$ cat src/rtl/core/ihex_pkg.sv
`default_nettype none
// ----------------------------------------------------------------------------
// ihex_pkg
// Shared types, result codes and the hex digit decoder of the Intel HEX parser.
// ----------------------------------------------------------------------------
package ihex_pkg;

  typedef logic [7:0]  char_t;
  typedef logic [1:0]  kind_t;
  typedef logic [15:0] addr_t;
  typedef logic [7:0]  byte_t;
  typedef logic [3:0]  status_t;

  // result kinds
  localparam kind_t KIND_DATA  = 2'd0;
  localparam kind_t KIND_DONE  = 2'd1;
  localparam kind_t KIND_BLANK = 2'd2;

  // record status codes
  localparam status_t ST_OK        = 4'd0;
  localparam status_t ST_END       = 4'd1;
  localparam status_t ST_LENGTH    = 4'd2;
  localparam status_t ST_ADDRESS   = 4'd3;
  localparam status_t ST_TYPE      = 4'd4;
  localparam status_t ST_UNSUPP    = 4'd5;
  localparam status_t ST_DATA      = 4'd6;
  localparam status_t ST_CK_MISS   = 4'd7;
  localparam status_t ST_MISMATCH  = 4'd8;
  localparam status_t ST_NO_EOL    = 4'd9;

  localparam char_t CHAR_COLON = 8'h3A;
  localparam char_t CHAR_CR    = 8'h0D;
  localparam char_t CHAR_LF    = 8'h0A;
  localparam byte_t END_CK     = 8'hFF;

  // {valid, value} of an ASCII hex digit
  function automatic logic [4:0] hex_decode(input char_t c);
    logic [4:0] res;
    begin
      res = 5'd0;
      if (c inside {[8'h30:8'h39]}) begin
        res = {1'b1, c[3:0]};
      end else if (c inside {[8'h41:8'h46], [8'h61:8'h66]}) begin
        res = {1'b1, c[3:0] + 4'd9};
      end
      return res;
    end
  endfunction

endpackage
`default_nettype wire

$ cat src/rtl/core/ihex_if.sv
`default_nettype none
// ----------------------------------------------------------------------------
// ihex_if
// Valid/ready channels of the Intel HEX parser: character in, result out.
// ----------------------------------------------------------------------------
interface ihex_in_if;
  import ihex_pkg::*;
  logic  valid;
  logic  ready;
  char_t char_code;
  logic  end_of_input;

  modport source (output valid, output char_code, output end_of_input, input ready);
  modport sink   (input valid, input char_code, input end_of_input, output ready);
endinterface

interface ihex_out_if;
  import ihex_pkg::*;
  logic    valid;
  logic    ready;
  kind_t   kind;
  addr_t   address;
  byte_t   data_byte;
  status_t status;

  modport source (output valid, output kind, output address, output data_byte,
                  output status, input ready);
  modport sink   (input valid, input kind, input address, input data_byte,
                  input status, output ready);
endinterface
`default_nettype wire

$ cat src/rtl/core/intel_hex_record_parser_unit.sv
`default_nettype none
// ----------------------------------------------------------------------------
// intel_hex_record_parser_unit
// Character-at-a-time parser for Intel HEX data (00) and end (01) records.
// ----------------------------------------------------------------------------
// Usage:
//   in_ch  : one ASCII character per word, or an end-of-input mark.
//   out_ch : data byte with its address, record status, or blank-line ack.
//   A word is taken when valid and ready are both high.
// Each character is decoded in the cycle it is taken; the parser state and
// the result register update at that edge, so a result is visible on out_ch
// in the cycle after its character is accepted. One character per cycle is
// sustained unless out_ch stalls; the single output register sets that figure.
// in_ch.ready is high while the output register is empty or being drained,
// so a stalled receiver holds at most one result and then back-pressures.
// Data bytes of a record leave as they are decoded; the closing status word
// tells the receiver to commit (status ok) or drop them.
// After an error or an end record the parser swallows all further input
// without results until rst_n (synchronous, active low) is asserted.
// ----------------------------------------------------------------------------
module intel_hex_record_parser_unit (
  input  wire clk,
  input  wire rst_n,
  ihex_in_if.sink    in_ch,
  ihex_out_if.source out_ch
);
  import ihex_pkg::*;

  localparam logic [3:0] PH_SEARCH  = 4'd0;
  localparam logic [3:0] PH_LEN     = 4'd1;
  localparam logic [3:0] PH_ADDR_HI = 4'd2;
  localparam logic [3:0] PH_ADDR_LO = 4'd3;
  localparam logic [3:0] PH_TYPE    = 4'd4;
  localparam logic [3:0] PH_DATA    = 4'd5;
  localparam logic [3:0] PH_CKSUM   = 4'd6;
  localparam logic [3:0] PH_END_CK  = 4'd7;
  localparam logic [3:0] PH_LINE    = 4'd8;
  localparam logic [3:0] PH_LINE_LF = 4'd9;

  logic [3:0] phase_r, phase_nxt;
  logic       second_r, second_nxt;
  logic [3:0] high_nib_r, high_nib_nxt;
  byte_t      rec_len_r, rec_len_nxt;
  addr_t      rec_addr_r, rec_addr_nxt;
  logic       rec_type_r, rec_type_nxt;
  byte_t      left_r, left_nxt;
  byte_t      sum_r, sum_nxt;
  logic       halted_r, halted_nxt;

  logic    out_valid_r;
  kind_t   kind_r;
  addr_t   addr_r;
  byte_t   data_r;
  status_t status_r;

  logic    res_vld;
  kind_t   res_kind;
  addr_t   res_addr;
  byte_t   res_data;
  status_t res_status;

  logic       in_accept;
  logic [4:0] hex;
  logic       nib_ok;
  byte_t      byte_val;
  byte_t      sum_add;
  byte_t      offset;
  byte_t      left_dec;
  status_t    dig_err;

  assign in_ch.ready = !out_valid_r || out_ch.ready;
  assign in_accept   = in_ch.valid && in_ch.ready;

  assign hex      = hex_decode(in_ch.char_code);
  assign nib_ok   = hex[4] && !in_ch.end_of_input;
  assign byte_val = {high_nib_r, hex[3:0]};
  assign sum_add  = sum_r + byte_val;
  assign offset   = rec_len_r - left_r;
  assign left_dec = left_r - 8'd1;

  always_comb begin
    case (phase_r)
      PH_LEN:                dig_err = ST_LENGTH;
      PH_ADDR_HI, PH_ADDR_LO: dig_err = ST_ADDRESS;
      PH_TYPE:               dig_err = ST_TYPE;
      PH_DATA:               dig_err = ST_DATA;
      PH_CKSUM:              dig_err = ST_CK_MISS;
      default:               dig_err = ST_MISMATCH;
    endcase
  end

  always_comb begin
    phase_nxt    = phase_r;
    second_nxt   = second_r;
    high_nib_nxt = high_nib_r;
    rec_len_nxt  = rec_len_r;
    rec_addr_nxt = rec_addr_r;
    rec_type_nxt = rec_type_r;
    left_nxt     = left_r;
    sum_nxt      = sum_r;
    halted_nxt   = halted_r;
    res_vld      = 1'b0;
    res_kind     = KIND_DATA;
    res_addr     = '0;
    res_data     = '0;
    res_status   = ST_OK;

    if (!halted_r) begin
      if (phase_r == PH_LINE || phase_r == PH_LINE_LF) begin
        if (!in_ch.end_of_input && in_ch.char_code == CHAR_LF) begin
          phase_nxt = PH_SEARCH;
          res_vld   = 1'b1;
          res_kind  = KIND_DONE;
          if (rec_type_r) begin
            halted_nxt = 1'b1;
            res_status = ST_END;
          end
        end else if (!in_ch.end_of_input && in_ch.char_code == CHAR_CR &&
                     phase_r == PH_LINE) begin
          phase_nxt = PH_LINE_LF;
        end else begin
          phase_nxt  = PH_SEARCH;
          halted_nxt = 1'b1;
          res_vld    = 1'b1;
          res_kind   = KIND_DONE;
          res_status = ST_NO_EOL;
        end
      end else if (phase_r inside {[PH_LEN:PH_END_CK]}) begin
        if (!nib_ok) begin
          phase_nxt  = PH_SEARCH;
          halted_nxt = 1'b1;
          res_vld    = 1'b1;
          res_kind   = KIND_DONE;
          res_status = dig_err;
        end else if (!second_r) begin
          high_nib_nxt = hex[3:0];
          second_nxt   = 1'b1;
        end else begin
          second_nxt = 1'b0;
          sum_nxt    = sum_add;
          case (phase_r)
            PH_LEN: begin
              rec_len_nxt = byte_val;
              phase_nxt   = PH_ADDR_HI;
            end
            PH_ADDR_HI: begin
              rec_addr_nxt = {byte_val, 8'h00};
              phase_nxt    = PH_ADDR_LO;
            end
            PH_ADDR_LO: begin
              rec_addr_nxt = {rec_addr_r[15:8], byte_val};
              phase_nxt    = PH_TYPE;
            end
            PH_TYPE: begin
              if (byte_val == 8'h00) begin
                rec_type_nxt = 1'b0;
                left_nxt     = rec_len_r;
                phase_nxt    = (rec_len_r != 8'd0) ? PH_DATA : PH_CKSUM;
              end else if (byte_val == 8'h01) begin
                rec_type_nxt = 1'b1;
                phase_nxt    = PH_END_CK;
              end else begin
                phase_nxt  = PH_SEARCH;
                halted_nxt = 1'b1;
                res_vld    = 1'b1;
                res_kind   = KIND_DONE;
                res_status = ST_UNSUPP;
              end
            end
            PH_DATA: begin
              left_nxt = left_dec;
              if (left_dec == 8'd0) phase_nxt = PH_CKSUM;
              res_vld  = 1'b1;
              res_kind = KIND_DATA;
              res_addr = rec_addr_r + {8'h00, offset};
              res_data = byte_val;
            end
            PH_CKSUM: begin
              if (sum_add != 8'd0) begin
                phase_nxt  = PH_SEARCH;
                halted_nxt = 1'b1;
                res_vld    = 1'b1;
                res_kind   = KIND_DONE;
                res_status = ST_MISMATCH;
              end else begin
                phase_nxt = PH_LINE;
              end
            end
            default: begin
              // end record: checksum byte must be literally FF
              if (byte_val != END_CK) begin
                phase_nxt  = PH_SEARCH;
                halted_nxt = 1'b1;
                res_vld    = 1'b1;
                res_kind   = KIND_DONE;
                res_status = ST_MISMATCH;
              end else begin
                phase_nxt = PH_LINE;
              end
            end
          endcase
        end
      end else begin
        // searching, unused codes fold in here
        phase_nxt = PH_SEARCH;
        if (!in_ch.end_of_input) begin
          if (in_ch.char_code == CHAR_CR || in_ch.char_code == CHAR_LF) begin
            res_vld  = 1'b1;
            res_kind = KIND_BLANK;
          end else if (in_ch.char_code == CHAR_COLON) begin
            phase_nxt    = PH_LEN;
            second_nxt   = 1'b0;
            high_nib_nxt = 4'd0;
            sum_nxt      = 8'd0;
          end
        end
      end
    end
  end

  always_ff @(posedge clk) begin
    if (!rst_n) begin
      phase_r    <= PH_SEARCH;
      second_r   <= 1'b0;
      high_nib_r <= 4'd0;
      rec_len_r  <= 8'd0;
      rec_addr_r <= 16'd0;
      rec_type_r <= 1'b0;
      left_r     <= 8'd0;
      sum_r      <= 8'd0;
      halted_r   <= 1'b0;
    end else if (in_accept) begin
      phase_r    <= phase_nxt;
      second_r   <= second_nxt;
      high_nib_r <= high_nib_nxt;
      rec_len_r  <= rec_len_nxt;
      rec_addr_r <= rec_addr_nxt;
      rec_type_r <= rec_type_nxt;
      left_r     <= left_nxt;
      sum_r      <= sum_nxt;
      halted_r   <= halted_nxt;
    end
  end

  always_ff @(posedge clk) begin
    if (!rst_n) begin
      out_valid_r <= 1'b0;
    end else if (in_accept && res_vld) begin
      out_valid_r <= 1'b1;
    end else if (out_ch.ready) begin
      out_valid_r <= 1'b0;
    end
  end

  always_ff @(posedge clk) begin
    if (in_accept && res_vld) begin
      kind_r   <= res_kind;
      addr_r   <= res_addr;
      data_r   <= res_data;
      status_r <= res_status;
    end
  end

  assign out_ch.valid     = out_valid_r;
  assign out_ch.kind      = kind_r;
  assign out_ch.address   = addr_r;
  assign out_ch.data_byte = data_r;
  assign out_ch.status    = status_r;

endmodule
`default_nettype wire

$ cat src/flat_wrapper.sv
// flat-port wrapper written by rule: the top's interface ports become plain ports
module intel_hex_record_parser_unit_flat import ihex_pkg::*;
  (clk, rst_n, in_ch_valid, in_ch_char_code, in_ch_end_of_input, in_ch_ready, out_ch_valid, out_ch_kind, out_ch_address, out_ch_data_byte, out_ch_status, out_ch_ready);
  ihex_in_if in_ch_i ();
  ihex_out_if out_ch_i ();
  input  wire clk;
  input  wire rst_n;
  input wire logic [$bits(in_ch_i.valid)-1:0] in_ch_valid;
  input wire logic [$bits(in_ch_i.char_code)-1:0] in_ch_char_code;
  input wire logic [$bits(in_ch_i.end_of_input)-1:0] in_ch_end_of_input;
  output wire logic [$bits(in_ch_i.ready)-1:0] in_ch_ready;
  output wire logic [$bits(out_ch_i.valid)-1:0] out_ch_valid;
  output wire logic [$bits(out_ch_i.kind)-1:0] out_ch_kind;
  output wire logic [$bits(out_ch_i.address)-1:0] out_ch_address;
  output wire logic [$bits(out_ch_i.data_byte)-1:0] out_ch_data_byte;
  output wire logic [$bits(out_ch_i.status)-1:0] out_ch_status;
  input wire logic [$bits(out_ch_i.ready)-1:0] out_ch_ready;
  assign in_ch_i.valid = in_ch_valid;
  assign in_ch_i.char_code = in_ch_char_code;
  assign in_ch_i.end_of_input = in_ch_end_of_input;
  assign in_ch_ready = in_ch_i.ready;
  assign out_ch_valid = out_ch_i.valid;
  assign out_ch_kind = out_ch_i.kind;
  assign out_ch_address = out_ch_i.address;
  assign out_ch_data_byte = out_ch_i.data_byte;
  assign out_ch_status = out_ch_i.status;
  assign out_ch_i.ready = out_ch_ready;
  intel_hex_record_parser_unit u_core (.clk(clk), .rst_n(rst_n), .in_ch(in_ch_i), .out_ch(out_ch_i));
endmodule
$ cat config.mk
export PLATFORM = sky130hd
export DESIGN_NAME = intel_hex_record_parser_unit_flat
export DESIGN_NICKNAME = d
export VERILOG_FILES = /design/src/rtl/core/ihex_pkg.sv /design/src/rtl/core/ihex_if.sv /design/src/rtl/core/intel_hex_record_parser_unit.sv /design/src/flat_wrapper.sv
export SDC_FILE = /design/constraint.sdc
export NUM_CORES = 1
export LEC_CHECK = 0
export BUFFER_PORTS_ARGS = -buffer_cell sky130_fd_sc_hd__buf_2
export CAP_MARGIN = 0
export CORE_AREA = 3 3 118 120
export CTS_BUF_LIST = sky130_fd_sc_hd__clkbuf_2
export CTS_CLUSTER_DIAMETER = 150
export DETAILED_ROUTE_END_ITERATION = 7
export DIE_AREA = 0 0 121 123
export HOLD_SLACK_MARGIN = 0.1
export RECOVER_POWER = 50
export SLEW_MARGIN = 20
export SYNTH_ARGS = -nofsm -noshare
export SYNTH_HDL_FRONTEND = slang
export SYNTH_SLANG_ARGS = --single-unit
$ cat constraint.sdc
create_clock -name clk -period 4.8 [get_ports clk]
set_input_delay 0.24 -clock clk [delete_from_list [all_inputs] [get_ports clk]]
set_output_delay 0.24 -clock clk [all_outputs]
set_load 0.02 [all_outputs]
==> flow_summary.toml, run 1 <==
[clock_network]
clock-root-buffer = "clkbuf_2"
cts_setup_buffers = 0
clock_path_buffers = 2
htreeDepth = 3
cts_sinks = 82
path_clk_slew_ps = 210
clock_latency_ps = 570
cts_tree = "built"
cts_buffers = 9

[yosys]
avgSynthCellArea_um2 = 8.52
ys_ff_latch = 82
ys_types = 66
synthArstFlopShare = 0
syn-num-nets = 648
synth-edff-count = 30
netlist_area_um2 = 5140
ys_seq_area_frac = 0.377
yosysTopAreaCell = "dfxtp_1"
synth_ff_type = "dfxtp_1"
synthTopCellsByArea = "dfxtp_1 (20%), edfxtp_1 (18%), ha_1 (6.8%), nor2_1 (5.7%), a21oi_1 (5.3%)"
netlist.area_leader.share = 0.202
yosysWarnings = 0
postSynthCellCount = 604

[timing]
rsz0062_at_grt = "no"
skew_ps = 37.8
period_share = 0.834
post-route-min-period_ps = 4000
finalMaxSlewViolations = 0
setup_violations = 0
tightest_slew_ps = 963
timing.fmax_mhz = 250
finalSetupTns_ps = 0
fin_ws_ps = 798
relSlewSlack = 0.351
timing.hold.ws_ps = 210
hold_viol = 0

[routing]
drc = 0
wl_per_cell_um = 16.2
finalWirelength_um = 13400
drtIter0Drc = 321
drt_first_pass_iters = 5
vias = 4641
ant_nets = 0
vias_per_cell = 5.62

[power_and_ir_drop]
power_switching_share = 0.275
p_switching_mw = 0.338
total_leakage_power_nw = 2.02
clockPowerShare = 0.312
ir_drop_uv = 99.3
p_int_mw = 0.892
pwr-share-seq = 0.601
comb_power_share = 0.087
power_density_nw_per_um2 = 218

[final_layout]
finalInstanceArea_um2 = 5650
drive_above_1_share = 0.0738
layout_commonest_cell = "nor2_1"
nets = 689
final_util = 0.432
diodes = 0
layout_common_cells = "nor2_1 (78), a21oi_1 (54), dfxtp_1 (52)"
area_delta_synth_final_pct = 9.80

[die]
die_area_um2 = 14900
io_pins = 45
core-area_um2 = 13100
die_h_um = 123
initial_utilization = 0.393
fp.dieW_um = 121
num_rows = 42

[place]
io_buffer_count = 44
pre_cts_ws_ps = 432
dpl_cell_area_um2 = 5530
dpl.hpwl_um = 9900
place.gp.congestion = 0.967

[setup_path]
critical_path_required_ps = 5260
crit_buf_inv = 4
worstSetupEndpointType = "flip-flop"
cp_common_cell = "ha_1"
worstSetupPathType = "in2reg"
cp_max_fo = 7
cpPeakStageDelay_ps = 560
cp.arrival_ps = 4470
cp_top_family = "simple AND/OR/NAND/NOR gates"
cp-start-kind = "input port"
crit_slowest_cell = "dlygate4sd3_1"
crit_chain = "buf_2 > inv_1 > ha_1 > nor3b_1 > nor4_2 > a21oi_2 > nor2_1 > ha_1 > a41oi_1 > a211oi_1 > nor4_1 > a31oi_1 > o31ai_1 > buf_4 > a21oi_1 > dlygate4sd3_1"

[grt]
grt_antenna_before_repair = 0
grt_overflow_total = 0
grtUsageTotal = 0.183
grt_pass1_vias = 4241
grt_max_degree = 32
grt_pass1_wl_um = 21600

[hold_path]
min_path_type = "in2reg"

[flow_run]
cap_violations = 0

[outcome]
outcome = "finished clean"
-- repair_timing --
action,in CTS,in global routing
hold buffers,4,0
endpoints found under the setup margin,0,0
gates resized for setup,0,0
hold endpoints to repair,14,0
-- worst min-delay path, stage by stage --
cell	delay, ps
buf_2	150
nand2_1	100
or4_1	160
a31oi_1	90
-- kinds of logic (layout without fill, tap and decap cells) --
group,Yosys count,count (layout),share of synthesized area
XOR/XNOR,24,24,0.0409
multiplexers,8,8,0.0156
AND/OR/NAND/NOR,229,229,0.221
adder cells (fa/ha/maj),31,31,0.0798
flip-flops,82,82,0.377
buffers and inverters,56,102,0.0450
AO/OA/AOI/OAI,174,174,0.220
-- state kept, by name (all words and copies together), names as in the netlist --
register	count
u_core.halted_r	1
u_core.high_nib_r	4
u_core.left_r	8
u_core.out_ch.address	16
u_core.out_ch.data_byte	8
u_core.out_ch.kind	2
u_core.out_ch.status	4
u_core.out_ch.valid	1
u_core.phase_r	4
u_core.rec_addr_r	16
u_core.rec_len_r	8
u_core.rec_type_r	1
u_core.second_r	1
u_core.sum_r	8
-- synth_stat cells, drive strengths merged, types with 6 or more instances --
library cell,instances
xor2,9
dfxtp,52
nand3,22
nor2b,7
xnor2,15
nand2b,7
o311ai,7
edfxtp,30
nor2,79
a211oi,8
a22oi,11
nand2,47
o31ai,9
and2,8
o21a,6
a31oi,8
nor4,10
ha,28
nor3,14
o21ai,30
or4,9
clkbuf,19
inv,28
buf,9
a21o,8
mux2i,8
a21oi,56
-- final timing paths --
kind | depth (start not counted) | endpoint | start | slack, ps
max reg2reg | 16 | u_core.out_ch.address[10] | u_core.left_r[1] | 1090
min reg2reg | 2 | u_core.rec_addr_r[6] | u_core.rec_addr_r[6] | 480
max | 16 | u_core.out_ch.valid | in_ch_char_code[0] | 800
min | 4 | u_core.phase_r[3] | in_ch_char_code[2] | 210
-- metrics by stage --
step                      instances  power, mW
final                           826       1.23
after floorplan                 604      0.821
after global placement          806      0.860
after global routing            826       1.28
after CTS                       826       1.24
after detailed placement        806      0.859
-- final cells by class --
| cell class | count | area (um2) |
|---|---|---|
| clock buffer | 11 | 55.1 |
| clock inverter | 5 | 63.8 |
| fill | 1307 | 7440 |
| inverter | 28 | 105 |
| multi-input combinational | 466 | 2970 |
| sequential | 82 | 1940 |
| tap | 176 | 220 |
| timing repair buffer | 58 | 292 |
-- layer usage --
metal	wire length [um]	GRT usage	vias up
li1	-	-	2297
met1	6030	0.240	2166
met2	6190	0.294	147
met3	693	0.0265	31
met4	473	0.0928	0
met5	0	0	-
-- power groups by stage --
stage / Sequential [mW] / Combinational (mW) / Clock [mW]
3_5_place_dp: 0.753 / 0.107 / 0
5_1_grt: 0.741 / 0.117 / 0.420
2_1_floorplan: 0.761 / 0.0598 / 0
6_report: 0.739 / 0.107 / 0.384
4_1_cts: 0.739 / 0.109 / 0.396
3_3_place_gp: 0.753 / 0.107 / 0
No activity file was read; power rests on OpenSTA's default activity.
==> inputs of run 2 (changes only) <==
==> constraint.sdc (replaced) <==
create_clock -name clk -period 3.34 [get_ports clk]
set_input_delay 0.167 -clock clk [delete_from_list [all_inputs] [get_ports clk]]
set_output_delay 0.167 -clock clk [all_outputs]
set_load 0.02 [all_outputs]
==> flow_summary.toml, run 2 (same netlist as run 1, synthesis figures left out) <==
[routing]
ant_nets = 0
finalWirelength_um = 14200
drtIter0Drc = 273
drc = 0
drt_first_pass_iters = 5
vias_per_cell = 5.44
vias = 4833
wl_per_cell_um = 16.0

[grt]
grt_overflow_total = 0
met1_usage = 0.273
grtUsageMet3 = 0.0210
grt_max_degree = 31
grt_antenna_before_repair = 0
grt_pass1_vias = 4676
grtUsageTotal = 0.198
grtUsageMet2 = 0.319
top_usage_layer = "met2"
grt_pass1_wl_um = 23500

[place]
dp.cells = 863
place.gp.congestion = 0.907
dpl.hpwl_um = 10900
io_buffer_count = 44
dpl_cell_area_um2 = 6090

[hold_path]
min_path_type = "in2reg"
min_to = "u_core.phase_r[1]"
holdPathStages = 5
hold_path.startpoint = "in_ch_end_of_input"

[setup_path]
critical_path_required_ps = 3790
ff2ff_setup_slack_ps = 200
r2r-end = "u_core.out_ch.address[15]"
reg2reg_depth = 16
cp_max_fo = 4
worstSetupEndpointType = "flip-flop"
cp.arrival_ps = 3620
worstSetupPathType = "in2reg"
reg2reg_from = "u_core.rec_len_r[0]"
cp-start-kind = "input port"

[die]
num_rows = 42
core-area_um2 = 13100
fp.dieW_um = 121
die_area_um2 = 14900
io_pins = 45
die_h_um = 123
initial_utilization = 0.393

[final_layout]
multi_input_area_um2 = 3170
nets = 750
fillers = 1286
layout_common_cells = "nor2_1 (77), buf_4 (69), dfxtp_1 (50)"
instances_no_fill = 888
seqCellArea_um2 = 1940
layout_commonest_cell = "nor2_1"
drive_above_1_share = 0.195
finalInstanceArea_um2 = 6340
area_delta_synth_final_pct = 23.2

[flow_run]
cap_violations = 0

[clock_network]
path_clk_slew_ps = 240
clock_path_buffers = 2
cts_sinks = 82
htreeDepth = 3
clock-root-buffer = "clkbuf_2"
cts_buffers = 9
clock_latency_ps = 570
cts_tree = "built"

[timing]
timing.fmax_mhz = 315
finalSetupTns_ps = 0
rsz0062_at_grt = "yes"
period_share = 0.950
tightest_slew_ps = 938
setup_violations = 0
finalMaxSlewViolations = 0
post-route-min-period_ps = 3170
skew_ps = 51.4
relSlewSlack = 0.368
timing.hold.ws_ps = 264
hold_viol = 0

[power_and_ir_drop]
ir_drop_uv = 151
total_leakage_power_nw = 2.33
power_density_nw_per_um2 = 289
total_power_mw = 1.83

[outcome]
outcome = "finished clean"
-- run 2: cell count changes in the layout (fill, tap and decap cells not counted), moves of 3 or more --
cell	before	now
a21oi_1	54	49
a21oi_2	2	5
buf_4	9	69
ha_1	28	24
ha_4	0	4
inv_1	27	22
o21ai_0	30	21
o21ai_1	0	8
-- run 2: worst max-delay path: stages --
cell           delay (ps)
clkbuf_4              160
inv_12                 40
ha_4                  140
nor3b_4               150
nor4_4                180
buf_4                 190
a21oi_4                60
nor2_2                160
ha_4                  220
buf_4                 140
buf_4                 130
xor2_2                170
nand3b_1              170
nor4_4                320
a31oi_2               150
o31ai_2               290
buf_4                 170
a21oi_1                50
dlygate4sd3_1         540
-- run 2: power breakdown --
part | switching [mW] | internal (mW) | total (mW)
sequential | 0.0100 | 1.05 | 1.06
combinational | 0.126 | 0.0775 | 0.203
clock | 0.379 | 0.186 | 0.565
total | 0.514 | 1.32 | 1.83
-- run 2: area by class of cell --
type	instances	share of cell area
Clock buffer	10	0.00790
Antenna cell	1	0.000395
Sequential cell	82	0.307
Inverter	28	0.0205
Multi-Input combinational cell	466	0.500
Tap cell	176	0.0347
Clock inverter	6	0.0116
Timing Repair Buffer	119	0.118
-- run 2: metrics by stage --
step           setup slack (ps)  utilization
6_report                    167        0.484
5_1_grt                   -30.4        0.484
4_1_cts                    9.69        0.478
3_5_place_dp               -417        0.466
3_3_place_gp               -239        0.466
2_1_floorplan             -37.4            -
-- run 2: worst max path at each step --
stage               slack, ps                 from                   endpoint
global placement         -240   in_ch_char_code[0]   u_core.out_ch.address[1]
global route              -30  u_core.rec_len_r[0]  u_core.out_ch.address[15]
finish                    170   in_ch_char_code[1]        u_core.out_ch.valid
floorplan                 -40   in_ch_char_code[1]   u_core.out_ch.address[0]
detailed placement       -420   in_ch_char_code[0]   u_core.out_ch.address[1]
CTS                        10     u_core.left_r[1]  u_core.out_ch.address[12]
-- run 2: repair_timing --
item                                    4_1_cts  5_1_grt
endpoints found under the setup margin        4       30
hold endpoints to repair                     14        0
gates resized for setup                       1       29
hold buffers                                  4        0
pin swaps                                     0       10
buffers inserted                              0        4
-- run 2: per-layer routing --
metal,wire (um),vias to the layer above,share of wire
met5,0,-,0
met4,287,0,0.020
met3,605,16,0.043
met2,6630,121,0.47
met1,6710,2269,0.47
li1,-,2427,-
